**src/det_pkg.sv**
```systemverilog
// Shared types and constants for the delayed event slot table.
package det_pkg;

    localparam int SLOTS_DEF    = 32;
    localparam int SLOT_FIELD_W = 5;
    localparam int TIME_W       = 32;
    localparam int TAG_W        = 16;
    localparam int S_DATA_W     = 88;
    localparam int M_DATA_W     = 64;

    typedef enum logic [1:0] {
        CMD_TICK   = 2'd0,
        CMD_CREATE = 2'd1,
        CMD_FREE   = 2'd2,
        CMD_NOP    = 2'd3
    } cmd_t;

    typedef enum logic [1:0] {
        STAT_OK       = 2'd0,
        STAT_FULL     = 2'd1,
        STAT_INACTIVE = 2'd2
    } stat_t;

    typedef enum logic [2:0] {
        ST_IDLE,
        ST_EXEC,
        ST_POP,
        ST_FREE_RANK,
        ST_SWEEP,
        ST_SCAN,
        ST_FINISH
    } state_t;

    // Control from the sequencer to the due-slot compare unit
    typedef struct packed {
        logic clear;
        logic hit_en;
    } scan_ctl_t;

endpackage

```
**src/det_ram.sv**
```systemverilog
// Generic single-write, single-read RAM with registered read data.
module det_ram #(
    parameter int WIDTH = 8,
    parameter int DEPTH = 32
) (
    input  logic                     aclk,
    input  logic                     wr_en,
    input  logic [$clog2(DEPTH)-1:0] wr_addr,
    input  logic [WIDTH-1:0]         wr_data,
    input  logic [$clog2(DEPTH)-1:0] rd_addr,
    output logic [WIDTH-1:0]         rd_data
);

    logic [WIDTH-1:0] mem [DEPTH];
    logic [WIDTH-1:0] rd_data_reg;

    always_ff @(posedge aclk) begin
        if (wr_en) begin
            mem[wr_addr] <= wr_data;
        end
        rd_data_reg <= mem[rd_addr];
    end

    assign rd_data = rd_data_reg;

endmodule

```
**src/det_scan.sv**
```systemverilog
// Due-slot compare unit: one slot per cycle, keeps the newest due slot seen.
module det_scan #(
    parameter int SLOTS = det_pkg::SLOTS_DEF
) (
    input  logic                          aclk,
    input  logic                          aresetn,
    input  det_pkg::scan_ctl_t            ctl,
    input  logic [$clog2(SLOTS)-1:0]      slot_idx,
    input  logic [$clog2(SLOTS)-1:0]      slot_rank,
    input  logic [det_pkg::TIME_W-1:0]    slot_trig,
    input  logic [det_pkg::TAG_W-1:0]     slot_tag,
    input  logic [det_pkg::TIME_W-1:0]    elapsed,
    output logic                          due_found,
    output logic [$clog2(SLOTS)-1:0]      due_idx,
    output logic [det_pkg::TAG_W-1:0]     due_tag,
    output logic [det_pkg::TIME_W-1:0]    due_trig
);

    import det_pkg::*;

    localparam int SW = $clog2(SLOTS);

    logic              found_reg, found_next;
    logic [SW-1:0]     idx_reg, idx_next;
    logic [SW-1:0]     rank_reg, rank_next;
    logic [TAG_W-1:0]  tag_reg, tag_next;
    logic [TIME_W-1:0] trig_reg, trig_next;
    logic              is_due;
    logic              is_newer;

    assign is_due   = ctl.hit_en && (slot_trig < elapsed);
    assign is_newer = !found_reg || (slot_rank > rank_reg);

    always_comb begin
        found_next = found_reg;
        idx_next   = idx_reg;
        rank_next  = rank_reg;
        tag_next   = tag_reg;
        trig_next  = trig_reg;
        if (ctl.clear) begin
            found_next = 1'b0;
            idx_next   = '0;
            rank_next  = '0;
            tag_next   = '0;
            trig_next  = '0;
        end else if (is_due && is_newer) begin
            found_next = 1'b1;
            idx_next   = slot_idx;
            rank_next  = slot_rank;
            tag_next   = slot_tag;
            trig_next  = slot_trig;
        end
    end

    always_ff @(posedge aclk) begin
        if (!aresetn) begin
            found_reg <= 1'b0;
        end else begin
            found_reg <= found_next;
        end
        idx_reg  <= idx_next;
        rank_reg <= rank_next;
        tag_reg  <= tag_next;
        trig_reg <= trig_next;
    end

    assign due_found = found_reg;
    assign due_idx   = idx_reg;
    assign due_tag   = tag_reg;
    assign due_trig  = trig_reg;

endmodule

```
**src/delayed_event_slot_table.sv**
```systemverilog
// Delayed event slot table: sequencer, slot stores, free stack and time base.
// A create that succeeds pops a slot; a free that succeeds reads the
//   victim's rank and runs the rank update pass; each request then scans the
//   slots through the compare unit, one slot per cycle, and posts its result.
// Throughput: one request at a time; s_tready is high only while idle.
// Reset: synchronous active-low aresetn clears time, active bits and the free
//   stack (pool full of free slots 0..SLOTS-1); slot stores are not cleared.
module delayed_event_slot_table #(
    parameter int SLOTS = det_pkg::SLOTS_DEF
) (
    input  logic                            aclk,
    input  logic                            aresetn,
    input  logic                            s_tvalid,
    output logic                            s_tready,
    // delta[31:0], trigger_at[63:32], event_tag[79:64], free_slot[84:80], zero pad
    input  logic [det_pkg::S_DATA_W-1:0]    s_tdata,
    // command[1:0]
    input  logic [1:0]                      s_tuser,
    output logic                            m_tvalid,
    input  logic                            m_tready,
    // new_slot[4:0], due_valid[5], due_slot[10:6], due_tag[26:11],
    // due_trigger[58:27], zero pad
    output logic [det_pkg::M_DATA_W-1:0]    m_tdata,
    // status[1:0]
    output logic [1:0]                      m_tuser
);

    import det_pkg::*;

    localparam int SW = $clog2(SLOTS);
    localparam int CW = $clog2(SLOTS + 1);

    state_t                  state_reg, state_next;
    cmd_t                    cmd_reg, cmd_next;
    logic [TIME_W-1:0]       delta_reg, delta_next;
    logic [TIME_W-1:0]       trig_in_reg, trig_in_next;
    logic [TAG_W-1:0]        tag_in_reg, tag_in_next;
    logic [SLOT_FIELD_W-1:0] victim_reg, victim_next;
    logic [TIME_W-1:0]       elapsed_reg, elapsed_next;
    logic [SLOTS-1:0]        active_reg, active_next;
    logic [CW-1:0]           free_count_reg, free_count_next;
    logic [CW-1:0]           hi_mark_reg, hi_mark_next;
    logic [CW-1:0]           cnt_reg, cnt_next;
    logic                    pv_reg, pv_next;
    logic [SW-1:0]           pidx_reg, pidx_next;
    logic [SW-1:0]           victim_rank_reg, victim_rank_next;
    stat_t                   status_reg, status_next;
    logic [SW-1:0]           new_slot_reg, new_slot_next;
    logic                    m_valid_reg, m_valid_next;
    logic [M_DATA_W-1:0]     m_data_reg, m_data_next;
    stat_t                   m_status_reg, m_status_next;

    logic [CW-1:0]           top;
    logic [CW-1:0]           top_inc;
    logic [CW-1:0]           top_dec;
    logic [SW-1:0]           top_idx;
    logic [SW-1:0]           cnt_idx;
    logic [SW-1:0]           victim_idx;
    logic                    victim_in_range;
    logic [SW-1:0]           pop_slot;
    logic                    pass_done;
    logic                    dec_hit;
    logic                    push_en;

    logic [SW-1:0]           stack_rd;
    logic [SW-1:0]           rank_rd;
    logic [TIME_W-1:0]       trig_rd;
    logic [TAG_W-1:0]        tag_rd;
    logic                    rank_we;
    logic [SW-1:0]           rank_waddr;
    logic [SW-1:0]           rank_wdata;
    logic [SW-1:0]           rank_raddr;

    scan_ctl_t               scan_ctl;
    logic                    due_found;
    logic [SW-1:0]           due_idx;
    logic [TAG_W-1:0]        due_tag;
    logic [TIME_W-1:0]       due_trig;

    // Stack top sits at SLOTS - free_count; entries at or above hi_mark were
    // never written, so a pop from there takes the top index itself as the slot.
    assign top             = CW'(SLOTS) - free_count_reg;
    assign top_inc         = top + 1'b1;
    assign top_dec         = top - 1'b1;
    assign top_idx         = top[SW-1:0];
    assign cnt_idx         = cnt_reg[SW-1:0];
    assign victim_idx      = SW'(victim_reg);
    assign victim_in_range = 32'(victim_reg) < 32'(SLOTS);
    assign pop_slot        = (top >= hi_mark_reg) ? top_idx : stack_rd;
    assign pass_done       = (cnt_reg == CW'(SLOTS)) && !pv_reg;
    assign dec_hit         = (state_reg == ST_SWEEP) && pv_reg && active_reg[pidx_reg]
                             && (rank_rd > victim_rank_reg);
    assign push_en         = (state_reg == ST_SWEEP) && pass_done
                             && (free_count_reg < CW'(SLOTS));

    assign rank_we    = (state_reg == ST_POP) || dec_hit;
    assign rank_waddr = (state_reg == ST_POP) ? pop_slot : pidx_reg;
    assign rank_wdata = (state_reg == ST_POP) ? top_idx : (rank_rd - 1'b1);
    assign rank_raddr = (state_reg == ST_EXEC) ? victim_idx : cnt_idx;

    det_ram #(.WIDTH(SW), .DEPTH(SLOTS)) u_stack_ram (
        .aclk    (aclk),
        .wr_en   (push_en),
        .wr_addr (top_dec[SW-1:0]),
        .wr_data (victim_idx),
        .rd_addr (top_idx),
        .rd_data (stack_rd)
    );

    det_ram #(.WIDTH(SW), .DEPTH(SLOTS)) u_rank_ram (
        .aclk    (aclk),
        .wr_en   (rank_we),
        .wr_addr (rank_waddr),
        .wr_data (rank_wdata),
        .rd_addr (rank_raddr),
        .rd_data (rank_rd)
    );

    det_ram #(.WIDTH(TIME_W), .DEPTH(SLOTS)) u_trig_ram (
        .aclk    (aclk),
        .wr_en   (state_reg == ST_POP),
        .wr_addr (pop_slot),
        .wr_data (trig_in_reg),
        .rd_addr (cnt_idx),
        .rd_data (trig_rd)
    );

    det_ram #(.WIDTH(TAG_W), .DEPTH(SLOTS)) u_tag_ram (
        .aclk    (aclk),
        .wr_en   (state_reg == ST_POP),
        .wr_addr (pop_slot),
        .wr_data (tag_in_reg),
        .rd_addr (cnt_idx),
        .rd_data (tag_rd)
    );

    det_scan #(.SLOTS(SLOTS)) u_scan (
        .aclk      (aclk),
        .aresetn   (aresetn),
        .ctl       (scan_ctl),
        .slot_idx  (pidx_reg),
        .slot_rank (rank_rd),
        .slot_trig (trig_rd),
        .slot_tag  (tag_rd),
        .elapsed   (elapsed_reg),
        .due_found (due_found),
        .due_idx   (due_idx),
        .due_tag   (due_tag),
        .due_trig  (due_trig)
    );

    always_comb begin
        state_next       = state_reg;
        cmd_next         = cmd_reg;
        delta_next       = delta_reg;
        trig_in_next     = trig_in_reg;
        tag_in_next      = tag_in_reg;
        victim_next      = victim_reg;
        elapsed_next     = elapsed_reg;
        active_next      = active_reg;
        free_count_next  = free_count_reg;
        hi_mark_next     = hi_mark_reg;
        cnt_next         = cnt_reg;
        pv_next          = pv_reg;
        pidx_next        = pidx_reg;
        victim_rank_next = victim_rank_reg;
        status_next      = status_reg;
        new_slot_next    = new_slot_reg;
        m_valid_next     = m_valid_reg && !m_tready;
        m_data_next      = m_data_reg;
        m_status_next    = m_status_reg;
        scan_ctl.clear   = 1'b0;
        scan_ctl.hit_en  = (state_reg == ST_SCAN) && pv_reg && active_reg[pidx_reg];

        case (state_reg)
            ST_IDLE: begin
                if (s_tvalid) begin
                    cmd_next     = cmd_t'(s_tuser);
                    delta_next   = s_tdata[31:0];
                    trig_in_next = s_tdata[63:32];
                    tag_in_next  = s_tdata[79:64];
                    victim_next  = s_tdata[84:80];
                    state_next   = ST_EXEC;
                end
            end
            ST_EXEC: begin
                status_next   = STAT_OK;
                new_slot_next = '0;
                cnt_next      = '0;
                pv_next       = 1'b0;
                case (cmd_reg)
                    CMD_TICK: begin
                        elapsed_next   = elapsed_reg + delta_reg;
                        scan_ctl.clear = 1'b1;
                        state_next     = ST_SCAN;
                    end
                    CMD_CREATE: begin
                        if (free_count_reg == '0) begin
                            status_next    = STAT_FULL;
                            scan_ctl.clear = 1'b1;
                            state_next     = ST_SCAN;
                        end else begin
                            state_next = ST_POP;
                        end
                    end
                    CMD_FREE: begin
                        if (!victim_in_range || !active_reg[victim_idx]) begin
                            status_next    = STAT_INACTIVE;
                            scan_ctl.clear = 1'b1;
                            state_next     = ST_SCAN;
                        end else begin
                            active_next[victim_idx] = 1'b0;
                            state_next              = ST_FREE_RANK;
                        end
                    end
                    default: begin
                        scan_ctl.clear = 1'b1;
                        state_next     = ST_SCAN;
                    end
                endcase
            end
            ST_POP: begin
                active_next[pop_slot] = 1'b1;
                free_count_next       = free_count_reg - 1'b1;
                hi_mark_next          = (top_inc > hi_mark_reg) ? top_inc : hi_mark_reg;
                new_slot_next         = pop_slot;
                scan_ctl.clear        = 1'b1;
                state_next            = ST_SCAN;
            end
            ST_FREE_RANK: begin
                victim_rank_next = rank_rd;
                state_next       = ST_SWEEP;
            end
            ST_SWEEP, ST_SCAN: begin
                // Issue one slot read per cycle; data comes back in the next cycle
                if (cnt_reg != CW'(SLOTS)) begin
                    pv_next   = 1'b1;
                    pidx_next = cnt_idx;
                    cnt_next  = cnt_reg + 1'b1;
                end else begin
                    pv_next = 1'b0;
                end
                if (pass_done) begin
                    cnt_next = '0;
                    pv_next  = 1'b0;
                    if (state_reg == ST_SWEEP) begin
                        if (push_en) begin
                            free_count_next = free_count_reg + 1'b1;
                        end
                        scan_ctl.clear = 1'b1;
                        state_next     = ST_SCAN;
                    end else begin
                        state_next = ST_FINISH;
                    end
                end
            end
            ST_FINISH: begin
                if (!m_valid_reg || m_tready) begin
                    m_valid_next  = 1'b1;
                    m_status_next = status_reg;
                    m_data_next   = {5'b0,
                                     due_found ? due_trig : {TIME_W{1'b0}},
                                     due_found ? due_tag : {TAG_W{1'b0}},
                                     due_found ? SLOT_FIELD_W'(due_idx)
                                               : {SLOT_FIELD_W{1'b0}},
                                     due_found,
                                     SLOT_FIELD_W'(new_slot_reg)};
                    state_next    = ST_IDLE;
                end
            end
            default: begin
                state_next = ST_IDLE;
            end
        endcase
    end

    always_ff @(posedge aclk) begin
        if (!aresetn) begin
            state_reg      <= ST_IDLE;
            elapsed_reg    <= '0;
            active_reg     <= '0;
            free_count_reg <= CW'(SLOTS);
            hi_mark_reg    <= '0;
            cnt_reg        <= '0;
            pv_reg         <= 1'b0;
            m_valid_reg    <= 1'b0;
        end else begin
            state_reg      <= state_next;
            elapsed_reg    <= elapsed_next;
            active_reg     <= active_next;
            free_count_reg <= free_count_next;
            hi_mark_reg    <= hi_mark_next;
            cnt_reg        <= cnt_next;
            pv_reg         <= pv_next;
            m_valid_reg    <= m_valid_next;
        end
        cmd_reg         <= cmd_next;
        delta_reg       <= delta_next;
        trig_in_reg     <= trig_in_next;
        tag_in_reg      <= tag_in_next;
        victim_reg      <= victim_next;
        pidx_reg        <= pidx_next;
        victim_rank_reg <= victim_rank_next;
        status_reg      <= status_next;
        new_slot_reg    <= new_slot_next;
        m_data_reg      <= m_data_next;
        m_status_reg    <= m_status_next;
    end

    assign s_tready = (state_reg == ST_IDLE);
    assign m_tvalid = m_valid_reg;
    assign m_tdata  = m_data_reg;
    assign m_tuser  = m_status_reg;

    // Every slot is either active or on the free stack between requests
    a_slot_balance: assert property (@(posedge aclk) disable iff (!aresetn)
        (state_reg == ST_IDLE) |-> (($countones(active_reg) + 32'(free_count_reg))
                                    == 32'(SLOTS)))
        else $error("active and free slot counts do not add up");

    // Stack top never passes the written mark
    a_top_mark: assert property (@(posedge aclk) disable iff (!aresetn)
        (top <= hi_mark_reg) && (hi_mark_reg <= CW'(SLOTS)))
        else $error("free stack top beyond written mark");

    // A result is raised only from the finish step
    a_result_src: assert property (@(posedge aclk) disable iff (!aresetn)
        $rose(m_valid_reg) |-> ($past(state_reg) == ST_FINISH))
        else $error("result raised outside finish step");

    // A create that pops always leaves the taken slot active
    a_pop_active: assert property (@(posedge aclk) disable iff (!aresetn)
        (state_reg == ST_POP) |=> active_reg[$past(pop_slot)])
        else $error("popped slot not marked active");

endmodule

```
**config.mk**
```make
export PLATFORM = sky130hd
export DESIGN_NAME = delayed_event_slot_table
export DESIGN_NICKNAME = d
export VERILOG_FILES = /design/src/det_pkg.sv /design/src/det_ram.sv /design/src/det_scan.sv /design/src/delayed_event_slot_table.sv
export SDC_FILE = /design/constraint.sdc
export NUM_CORES = 2
export LEC_CHECK = 0
export BUFFER_PORTS_ARGS = -buffer_cell sky130_fd_sc_hd__buf_2
export CAP_MARGIN = 20
export CORE_UTILIZATION = 35
export CTS_CLUSTER_SIZE = 8
export DETAILED_ROUTE_END_ITERATION = 8
export GPL_TIMING_DRIVEN = 0
export HOLD_SLACK_MARGIN = 0.06
export PLACE_DENSITY = 0.49
export SYNTH_ARGS = -nofsm -noshare
export SYNTH_HDL_FRONTEND = slang
export SYNTH_SLANG_ARGS = --single-unit
```
**constraint.sdc**
```tcl
create_clock -name aclk -period 10.5 [get_ports aclk]
set_input_delay 2.1 -clock aclk [delete_from_list [all_inputs] [get_ports aclk]]
set_output_delay 2.1 -clock aclk [all_outputs]
set_load 0.01 [all_outputs]
```
==> reports/qor.txt <==
Pre-Repair DR Iteration Count: 5
Top cell by count, worst path: a21o_1
DRC: 0
Share of post-route cells with drive strength above 1: 0.267
Final min period: 7.91 ns
Status: finished clean
Cts bufs inserted: 329
Count leader, synth: edfxtp_1
Final ANT Viol Nets: 0
Nets@finish: 5109
Area share of and/or/nand/nor cells after synthesis: 0.0326
Post-Synth Adder-Cell Area: 0.0147
Final Hold Viols: 0
R2R setup slack: 2.59 ns
Crit-path cells: buf_1, clkinv_1, ha_1, xor2_1, inv_1, clkbuf_1, clkbuf_1, ha_1, a21o_1, a21o_1, a21o_1, a21oi_2, mux2i_1, a21oi_1, nor3_1
Sequential cell area fraction in the yosys report: 0.743
Largest Register: u_trig_ram.mem
Met3 usage: 0.0405
Max Clk Rate: 126 MHz
Rel. slew slack: 0.229
Num Clock Sinks: 2225
Syn Inst Count: 4287
CP Launch Type: flip-flop
Met2 Track Usage GR: 0.313
Synth Register Bits: 2225
Ys async rst share: 0
Core Area: 247000 um2
Cells after DPL: 7887
Port Buffer Count: 152
Fill cells: 21700
WHS: 0.416 ns
Commonest cells in the netlist: edfxtp_1, mux4_2, dfxtp_1
YS warnings: 0
Worst hold path depth: 0
XOR/XNOR Fraction of Synth Area: 0.00442
Largest net degree at the start of global routing: 37
Peak supply drop: 0.187 mV
Largest area contributor in the netlist: edfxtp_1
Mean Syn Cell Area: 20.3 um2
CP delay by family, top: buffers and inverters
Post-Route WL: 247 mm
Die height: 501 um
Starting Density: 0.353
I/O pin cnt: 162
1st-iter DRT viols: 4534
M1 GR Usage: 0.274
Root buffer cell: clkbuf_16
DP Worst Slack: 2.54 ns
Slowest CP cell: nor3_1
Post-synth top area share: 0.696
Setup_tns: 0 ns
Post-synth EDFFs: 2021
WL per Instance: 29.3 um
HP Class: flip-flop to flip-flop
Yosys cell types: 71
GR Util All Layers: 0.197
Non-filler instance count after layout: 8408
CTS tree: built
Worst Setup Slack, final: 2.59 ns
Busiest grt layer: met2
Most used DFF post-synth: edfxtp_1
Max stage delay on crit path: 0.89 ns
Clk slew on worst S/H paths: 0.05 ns
Synth top area cells: edfxtp_1, mux4_2, dfxtp_1
# setup viols final: 0
Max Cap Viol: 0
Compound-Gate Fraction of Synth Area: 0.0231
Post-CTS Resized: 0
Setup Fix Bufs, Post-CTS: 0
Post-Syn Area: 87200 um2
Final Util: 0.422
Worst Setup End Kind: flip-flop
Dpl hpwl: 166 mm
Vias in the first global route: 45800
CP arrival: 8.41 ns
Max FFs per register: 1024
WP buf/inv: 5
Top flop regs: u_trig_ram.mem: 1024 flops, u_tag_ram.mem: 512 flops
Grt ovf: 0
Vias per cell: 5.26
Multiplexer share of the synthesized area: 0.169
Leakage power total: 33.2 nW
Worst-skew pair later-pin latency: 0.95 ns
Placer Congestion: 0.816
Worst Clk Skew: 0.0825 ns
Main combinational cell family by area after synthesis: multiplexers
Pwr dens: 199 nW/um2
First-pass GRT wire length: 348 mm
Critical path required time: 10.99 ns
RSZ-0062 raised after global routing: no
Crit path kind: flip-flop to flip-flop
Die ar.: 251000 um2
Worst-path maximum fanout: 10
Crit. path cell count: 15
Worst-Margin Slew: 1.16 ns
Routed via count: 44300
Reg2reg path depth: 15
Clk buf depth: 4
CTS Hold Bufs: 0
P&R area growth vs syn: 19.3%
Max H-tree Level: 5
Count of pins over their slew limit: 0
FP Rows: 182
Fin crit share: 0.754
Initial antenna violation count: 21
Die W: 501 um
[stage by stage]
| step | total power, W | instance area (um2) |
|---|---|---|
| CTS | 0.0210 | 104000 |
| global placement | 0.0113 | 92100 |
| detailed placement | 0.0114 | 94800 |
| global route | 0.0214 | 104000 |
| floorplan | 0.0109 | 87200 |
| finish | 0.0207 | 104000 |
[cell families (layout without fill, tap and decap cells)]
| family | count (synthesis) | in the layout |
|---|---|---|
| flops | 2225 | 2225 |
| mux | 729 | 729 |
| simple gates | 597 | 597 |
| compound gates | 299 | 299 |
| buf+inv | 291 | 1090 |
| fa+ha+maj | 101 | 101 |
| xor+xnor | 44 | 44 |
| other cells | 1 | 11 |
[worst paths after layout]
kind	from	to
max	free_count_reg[0]	u_rank_ram.mem[31][3]
min	status_reg[1]	m_tuser[1]
max reg2reg	free_count_reg[0]	u_rank_ram.mem[31][3]
min reg2reg	status_reg[1]	m_tuser[1]
[cell usage in the layout, fill, tap and decap left out, types with 12 or more instances in the layout]
cell type	n
edfxtp_1	2021
mux4_2	585
clkbuf_16	334
clkbuf_1	288
dfxtp_1	204
buf_2	169
nand2_1	156
nor2_1	150
ha_1	99
mux2i_1	80
inv_1	71
and2_1	69
mux2_2	61
o21ai_0	58
buf_8	56
o21a_1	54
a21oi_1	51
buf_1	48
nor3_1	47
buf_12	45
nand3_1	43
nor2b_1	31
a21o_1	30
buf_16	27
xnor2_1	25
nor2_4	21
a21boi_0	20
xor2_1	19
nand2b_1	17
and3_1	17
buf_4	14
inv_4	12
[report_power, final]
group	leakage, nW	internal [W]	switching (W)	total [W]
clock network	4.39	0.00583	0.00368	0.00950
logic	9.01	0.000486	0.000625	0.00111
registers	19.8	0.00991	0.000209	0.0101
total	33.2	0.0162	0.00451	0.0207
[layout make-up]
class	instances	area, um2	area share
Sequential cell	2225	64800	0.622
Antenna cell	6	15.0	0.000144
Timing Repair Buffer	292	3320	0.0319
Tap cell	3312	4140	0.0398
Inverter	88	360	0.00346
Multi-Input combinational cell	1775	21500	0.206
Buffer	203	843	0.00810
Clock inverter	12	160	0.00154
Clock buffer	495	8980	0.0863
[per-layer routing]
metal | vias up | part of all wire
met5 | - | 0.00019
met4 | 6 | 0.026
met3 | 381 | 0.066
met2 | 1525 | 0.47
met1 | 23600 | 0.44
li1 | 18800 | -
Power figures use the tool's default switching activity.
